**src/hdl/accel_tilt_angles_assert.svh**
```systemverilog
// Assertion macros for the accel_tilt_angles block.
// No dependencies; define ASSERT_OFF to compile the checks away.
`ifndef ACCEL_TILT_ANGLES_ASSERT_SVH
`define ACCEL_TILT_ANGLES_ASSERT_SVH
`ifndef ASSERT_OFF
`define ATA_ASSERT(lbl, clk, rst, prop, msg) \
  lbl: assert property (@(posedge clk) disable iff (rst) (prop)) else $error(msg);
`define ATA_ASSERT_IMP(lbl, clk, rst, ante, cons, msg) \
  lbl: assert property (@(posedge clk) disable iff (rst) (ante) |-> (cons)) else $error(msg);
`else
`define ATA_ASSERT(lbl, clk, rst, prop, msg)
`define ATA_ASSERT_IMP(lbl, clk, rst, ante, cons, msg)
`endif
`endif

```
**src/hdl/ata_pkg.sv**
```systemverilog
// Shared constants, types and the arctangent table of the tilt angle pipeline.
// No dependencies; imported by every module of the block.
package ata_pkg;

  // Vectoring steps; more than the table holds act as the table length
  localparam int CORDIC_STEPS = 16;
  localparam int TBL_LEN      = 24;
  localparam int N_ITER       = (CORDIC_STEPS < TBL_LEN) ? CORDIC_STEPS : TBL_LEN;

  // Root of (y*y + z*z) * 2^32: 32 root bits, one per stage
  localparam int SQRT_BITS = 32;
  localparam int REM_W     = SQRT_BITS + 3;

  // Vector and angle widths; angle counts 2^-15 degree
  localparam int CW       = 35;
  localparam int AW       = 25;
  localparam int IN_SHIFT = 16;

  localparam logic signed [AW-1:0] ANG_90  = AW'(2949120);
  localparam logic signed [AW-1:0] ANG_180 = AW'(5898240);

  // atan(2^-i) in 2^-15 degree
  localparam logic signed [AW-1:0] ATAN_TBL [TBL_LEN] = '{
    AW'(1474560), AW'(870484), AW'(459940), AW'(233473),
    AW'(117189),  AW'(58652),  AW'(29333),  AW'(14667),
    AW'(7334),    AW'(3667),   AW'(1833),   AW'(917),
    AW'(458),     AW'(229),    AW'(115),    AW'(57),
    AW'(29),      AW'(14),     AW'(7),      AW'(4),
    AW'(2),       AW'(1),      AW'(0),      AW'(0)
  };

  // Output rounding to 1/128 degree
  localparam int ROUND_HALF = 128;
  localparam int FRAC_SHIFT = 8;
  localparam int PITCH_LIM  = 11520;
  localparam int ROLL_LIM   = 23040;

  // Register stages from accepted beat to result strobe
  localparam int LATENCY = 4 + SQRT_BITS + N_ITER;

  typedef struct packed {
    logic signed [15:0] x;
    logic signed [15:0] y;
    logic signed [15:0] z;
  } side_t;

endpackage

```
**src/hdl/ata_isqrt_pipe.sv**
```systemverilog
// Pipelined restoring square root: floor(sqrt(s * 2^32)), one root bit per stage.
// Depends on ata_pkg; carries the raw sample alongside as a side struct.
module ata_isqrt_pipe import ata_pkg::*; (
  input  logic                 clk,
  input  logic                 rst,
  input  logic                 in_vld,
  input  logic [SQRT_BITS-1:0] in_s,
  input  side_t                in_side,
  output logic                 out_vld,
  output logic [SQRT_BITS-1:0] out_root,
  output side_t                out_side
);

  logic                 vld  [SQRT_BITS+1];
  logic [SQRT_BITS-1:0] sv   [SQRT_BITS+1];
  logic [REM_W-1:0]     rem  [SQRT_BITS+1];
  logic [SQRT_BITS-1:0] root [SQRT_BITS+1];
  side_t                side [SQRT_BITS+1];

  assign vld[0]  = in_vld;
  assign sv[0]   = in_s;
  assign rem[0]  = '0;
  assign root[0] = '0;
  assign side[0] = in_side;

  for (genvar j = 0; j < SQRT_BITS; j++) begin : g_stage
    localparam int K = SQRT_BITS - 1 - j;
    logic [2*SQRT_BITS-1:0] n_full;
    logic [REM_W-1:0]       rem_sh;
    logic [REM_W-1:0]       trial;
    logic                   fits;

    // bring down the next two radicand bits and try a one
    always_comb begin
      n_full = {sv[j], SQRT_BITS'(0)};
      rem_sh = {rem[j][REM_W-3:0], n_full[2*K+1 -: 2]};
      trial  = {{(REM_W-SQRT_BITS-2){1'b0}}, root[j], 2'b01};
      fits   = (rem_sh >= trial);
    end

    always_ff @(posedge clk) begin
      if (rst) begin
        vld[j+1] <= 1'b0;
      end else begin
        vld[j+1] <= vld[j];
      end
      sv[j+1]   <= sv[j];
      rem[j+1]  <= fits ? (rem_sh - trial) : rem_sh;
      root[j+1] <= {root[j][SQRT_BITS-2:0], fits};
      side[j+1] <= side[j];
    end
  end

  assign out_vld  = vld[SQRT_BITS];
  assign out_root = root[SQRT_BITS];
  assign out_side = side[SQRT_BITS];

endmodule

```
**config.mk**
```make
export PLATFORM = sky130hd
export DESIGN_NAME = ata_isqrt_pipe
export DESIGN_NICKNAME = d
export VERILOG_FILES = /design/src/hdl/accel_tilt_angles_assert.svh /design/src/hdl/ata_pkg.sv /design/src/hdl/ata_isqrt_pipe.sv
export SDC_FILE = /design/constraint.sdc
export NUM_CORES = 2
export LEC_CHECK = 0
export BUFFER_PORTS_ARGS = -buffer_cell sky130_fd_sc_hd__buf_4
export CORE_MARGIN = 1.5
export CORE_UTILIZATION = 50
export CTS_BUF_LIST = sky130_fd_sc_hd__clkbuf_16
export DETAILED_ROUTE_END_ITERATION = 6
export PLACE_DENSITY = 0.68
export SETUP_SLACK_MARGIN = 0.15
export SLEW_MARGIN = 5
export SYNTH_ARGS = -nofsm -noshare
export SYNTH_HDL_FRONTEND = slang
export SYNTH_SLANG_ARGS = --single-unit
```
**constraint.sdc**
```tcl
create_clock -name clk -period 3.9 [get_ports clk]
set_input_delay 0.195 -clock clk [delete_from_list [all_inputs] [get_ports clk]]
set_output_delay 0.195 -clock clk [all_outputs]
set_load 0.1 [all_outputs]
```
# Word-level counts from Yosys, hierarchy flattened
# Index checks and enable logic that the tools add are counted.
[word_totals] ff_bits=3329 wordCells=316
[classes] add_sub_neg=31 magnitude_cmp=32 mux=31
[ops] cell="$mux W33" count=30
[ops] cell="$ge A35 B10 Y1" count=1
[ops] cell="$ge A35 B11 Y1" count=1
[ops] cell="$ge A35 B12 Y1" count=1
[ops] cell="$ge A35 B13 Y1" count=1
[ops] cell="$ge A35 B14 Y1" count=1
[ops] cell="$ge A35 B15 Y1" count=1
[ops] cell="$ge A35 B16 Y1" count=1
[ops] cell="$ge A35 B17 Y1" count=1
[ops] cell="$ge A35 B18 Y1" count=1
[ops] cell="$ge A35 B19 Y1" count=1
[ops] cell="$ge A35 B20 Y1" count=1
[ops] cell="$ge A35 B21 Y1" count=1
[ops] cell="$ge A35 B22 Y1" count=1
[ops] cell="$ge A35 B23 Y1" count=1
[ops] cell="$ge A35 B24 Y1" count=1
[ops] cell="$ge A35 B25 Y1" count=1
[ops] cell="$ge A35 B26 Y1" count=1
[ops] cell="$ge A35 B27 Y1" count=1
[ops] cell="$ge A35 B28 Y1" count=1
[ops] cell="$ge A35 B29 Y1" count=1
[ops] cell="$ge A35 B3 Y1" count=1
[ops] cell="$ge A35 B30 Y1" count=1
[ops] cell="$ge A35 B31 Y1" count=1
[ops] cell="41 further kinds" count=41

# Longest topological paths before layout
[depth] depth_word=2 mapped_depth=16 ltp_nobuf=15

# Worst setup path before layout
# Ideal clock, no wire load.
[synth_path] path_kind="flip-flop to flip-flop" startpoint="reg rem, in the netlist g_stage[9].rem_sh[14]" endpoint="reg rem, in the netlist g_stage[10].rem_sh[10]" setup_time_ns=0.121 arrival_time_ns=3.705 slack_ns=0.074 stages_incl_launch_ff=12 n_path_buf=2 path_cell_list="dfxtp_1 > or4_4 > or3_4 > or4_4 > or4_1 > buf_2 > nand2b_4 > or4_1 > or3_4 > nor2_4 > buf_6 > mux2_2"
[synth_via] elab_chain_cells=2
[synth_lines] element="from (decl)" line_no="ata_isqrt_pipe.sv:16" rtl="logic [REM_W-1:0] rem [SQRT_BITS+1];"
[synth_lines] element="from (signal, indexed assignment)" line_no="ata_isqrt_pipe.sv:48" rtl="rem[j+1] <= fits ? (rem_sh - trial) : rem_sh;"
[synth_lines] element="$ge A35 B11 Y1" line_no="ata_isqrt_pipe.sv:38" rtl="fits = (rem_sh >= trial);"
[synth_lines] element="$mux W33" line_no="ata_isqrt_pipe.sv:48"
# No other way between the ends.
# A chain may end at the register's enable or synchronous reset.

# Worst setup path after layout
[layout_path] startpoint="reg rem, in the netlist g_stage[9].rem_sh[13]" endpoint="reg rem, in the netlist g_stage[10].rem_sh[10]"
# Same word-level chain as after synthesis.

==> reports/summary.txt <==
GP Congestion -> 0.9080
Synth Area per Inst -> 11.27 um^2
first-pass GRT wire length -> 313.8 mm
post-synthesis sequential area ratio -> 63.48%
die height -> 458.9 um
total wire length -> 194.4 mm
Max-Cap Viols -> 0
I/O pin cnt -> 164
clock root cell -> clkbuf_16
Post-DRT Antenna Nets -> 0
setup ws final -> 0.1738 ns
Reg clk slew, reported paths -> 0.06 ns
# port buffers -> 163
clock buffer depth -> 4
worst skew pair latency -> 0.93 ns
Vias/cell -> 4.966
Min Hold Slack -> 0.1993 ns
Worst-Margin Slew -> 0.9185 ns
Pint -> 60590 uW
post-synth top area share -> 63.48%
syn nets -> 9847
total number of vias -> 63600
clock sink count -> 3296
fin util -> 58.81%
Max Clock Skew -> 0.04988 ns
CP Max Fanout -> 6
gr ovfl total -> 0
#FFs+latches synth -> 3296
final instance area -> 0.1217 mm^2
Fin Setup TNS -> 0 ns
final hold viol count -> 0
violated checks -> DRC
Final min period -> 3.726 ns
Leak Pwr -> 0.05633 uW
status -> finished, violations left
Comb power frac -> 12.7%
power per standard cell area -> 669.3 mW/mm^2
RSZ-0062 raised after global routing -> yes
crit path max-delay cell type -> or4_4
total track usage -> 18.11%
FFs w/ async S/R, synth -> 0%
pre-CTS WS -> -0.1214 ns
Synth Flop Type -> dfxtp_1
Yosys warning total -> 0
Slew HR -> 38.12%
Clock power frac -> 37.2%
crit path cell chain -> or4_4 -> or3_4 -> or4_4 -> or4_4 -> nand2b_4 -> or4_4 -> or3_4 -> nor2_4 -> buf_12 -> mux2_4
Crit. End Element -> flip-flop
CP max stage delay -> 0.51 ns
Area contributors post-synth -> dfxtp_1 63%, ha_1 6.4%, xor2_1 3.4%
Switch Pwr -> 20840 uW
CP startpoint kind -> flip-flop
Post-DP Area -> 0.1089 mm^2
FP Rows -> 167
TritonCTS clock tree -> yes
Final Max Tran Viols -> 0
CTS Buf Count -> 333
nets -> 10490
ratio of cells with drive above 1 in the final layout -> 9.733%
Post-synth EDFFs -> 0
Starting Density -> 50.25%
Die Area -> 0.2106 mm^2
vias in the first global route -> 63840
DRC viols -> 2
largest area contributor in the netlist -> dfxtp_1
routed len/inst -> 15.17 um
part of the power in registers -> 50.2%
switching portion of total power -> 25.59%
Syn Std Cell Area -> 0.1039 mm^2
Peak VDD IR -> 522.2 uV
count leader, synth -> dfxtp_1
DR pass1 iterations -> 7
Distinct cells, synth -> 84
H-tree Lvls -> 5
Achievable Freq -> 0.2684 GHz
critical path required time -> 4.70 ns
CP dominant cell by count -> or4_4
hpwl dp -> 138.9 mm
Synth top cells by count -> 3296 x dfxtp_1, 683 x inv_1, 611 x nand2_1, 530 x ha_1, 471 x nor2_1
Period Utilization, post-route -> 95.54%
antenna violations before repair -> 11
largest net degree at the start of global routing -> 59
critical path class -> reg -> reg
area delta synth->final -> 17.05%
Final setup viols -> 0
Crit path arrival time -> 4.52 ns
core area -> 0.2069 mm^2
Hold WC Path Type -> in -> reg
DRT iter0 DRCs -> 3383
die width -> 458.9 um
Cells after Synth -> 9219
## metal layers
metal	track usage [%]	vias up	share of wire, %
li1	-	32230	-
met1	20.70	29520	42
met2	32.71	1338	50
met3	3.373	505	4.1
met4	7.967	0	4.2
met5	0	-	0
## cells in the final DEF, fill, tap and decap left out, types with 39 or more instances in the layout
cell and instances:
dfxtp_1 3290, inv_1 740, nand2_1 610, ha_1 528
nor2_1 467, a21oi_1 452, o21ai_0 443, xor2_1 406
xnor2_1 364, clkbuf_16 338, buf_4 305, a21o_1 197
nor3_1 184, dlygate4sd3_1 165, nand2b_1 112, nand3_1 100
nor4_1 98, nor2b_1 96, or3_1 93, o21a_1 82
o21bai_1 69, clkinv_1 66, nand4_1 61, mux2_2 61
o31ai_1 60, or4_1 47, clkinv_2 44, or2_2 39
## power by group through the flow
stage / clock [uW] / combinational (uW) / sequential, uW
after global placement: 0 / 9650 / 41500
final: 30300 / 10300 / 40800
after CTS: 31200 / 10100 / 40800
after detailed placement: 0 / 9850 / 41500
after global routing: 32600 / 11500 / 41300
after floorplan: 0 / 7510 / 40500
## through the flow
| step | instances | power, uW |
|---|---|---|
| floorplan | 9219 | 47990 |
| global placement | 12050 | 51100 |
| detailed placement | 12050 | 51350 |
| CTS | 12780 | 82100 |
| global route | 12810 | 85390 |
| finish | 12810 | 81430 |
## registers in the layout (all words and copies together), names as in the netlist
register and cells:
side 1488, g_stage.rem_sh 960, g_stage.trial 496, g_stage.n_full 240, out_side 48, out_root 32, vld 31, out_vld 1
## path summary, 6_finish.rpt
kind / from / end / slack (ns) / cells past startpoint
worst max-delay path: g_stage[9].rem_sh[13]$_DFF_P_ / g_stage[10].rem_sh[10]$_DFF_P_ / 0.17 / 10
worst min-delay path: rst / vld[28]$_SDFF_PP0_ / 0.20 / 3
worst max register to register: g_stage[9].rem_sh[13]$_DFF_P_ / g_stage[10].rem_sh[10]$_DFF_P_ / 0.17 / 10
worst min register to register: g_stage[6].n_full[41]$_DFF_P_ / g_stage[7].n_full[41]$_DFF_P_ / 0.29 / 0
## layout make-up
class / instances / area, um^2
fill: 16610 / 85200
timing repair buffer: 484 / 4214
inverter: 687 / 2579
clock inverter: 235 / 2057
antenna: 4 / 10.01
clock buffer: 336 / 8408
tap: 2704 / 3383
sequential: 3296 / 65990
multi-input combinational: 5062 / 35020
## critical path, delay by kind of cell, from the launching register on
family | cells | cell delay, ns
AND/OR/NAND/NOR | 8 | 2.85
flip-flops | 1 | 0.34
multiplexers | 1 | 0.29
buffers and inverters | 1 | 0.15
## cells by family (layout without fill, tap and decap cells)
group,Yosys count,after routing,share of synthesized area (%)
AOI/OAI and AO/OA,1592,1592,9.464
xor gates and xnor gates,771,771,6.497
adders and majority gates,545,545,6.669
buffers and inverters,861,1742,3.302
DFF,3296,3296,63.48
muxes,67,67,0.7211
other,1,5,0.003608
and+or+nand+nor,2086,2086,9.862
## what timing repair did
item / CTS / global route
gates cloned: 0 / 3
hold endpoints to repair: 113 / 0
setup buffers: 2 / 18
hold buffers: 165 / 0
pin swaps: 6 / 23
setup endpoints to repair: 26 / 221
resized for setup: 15 / 95
Power figures use the tool's default switching activity.
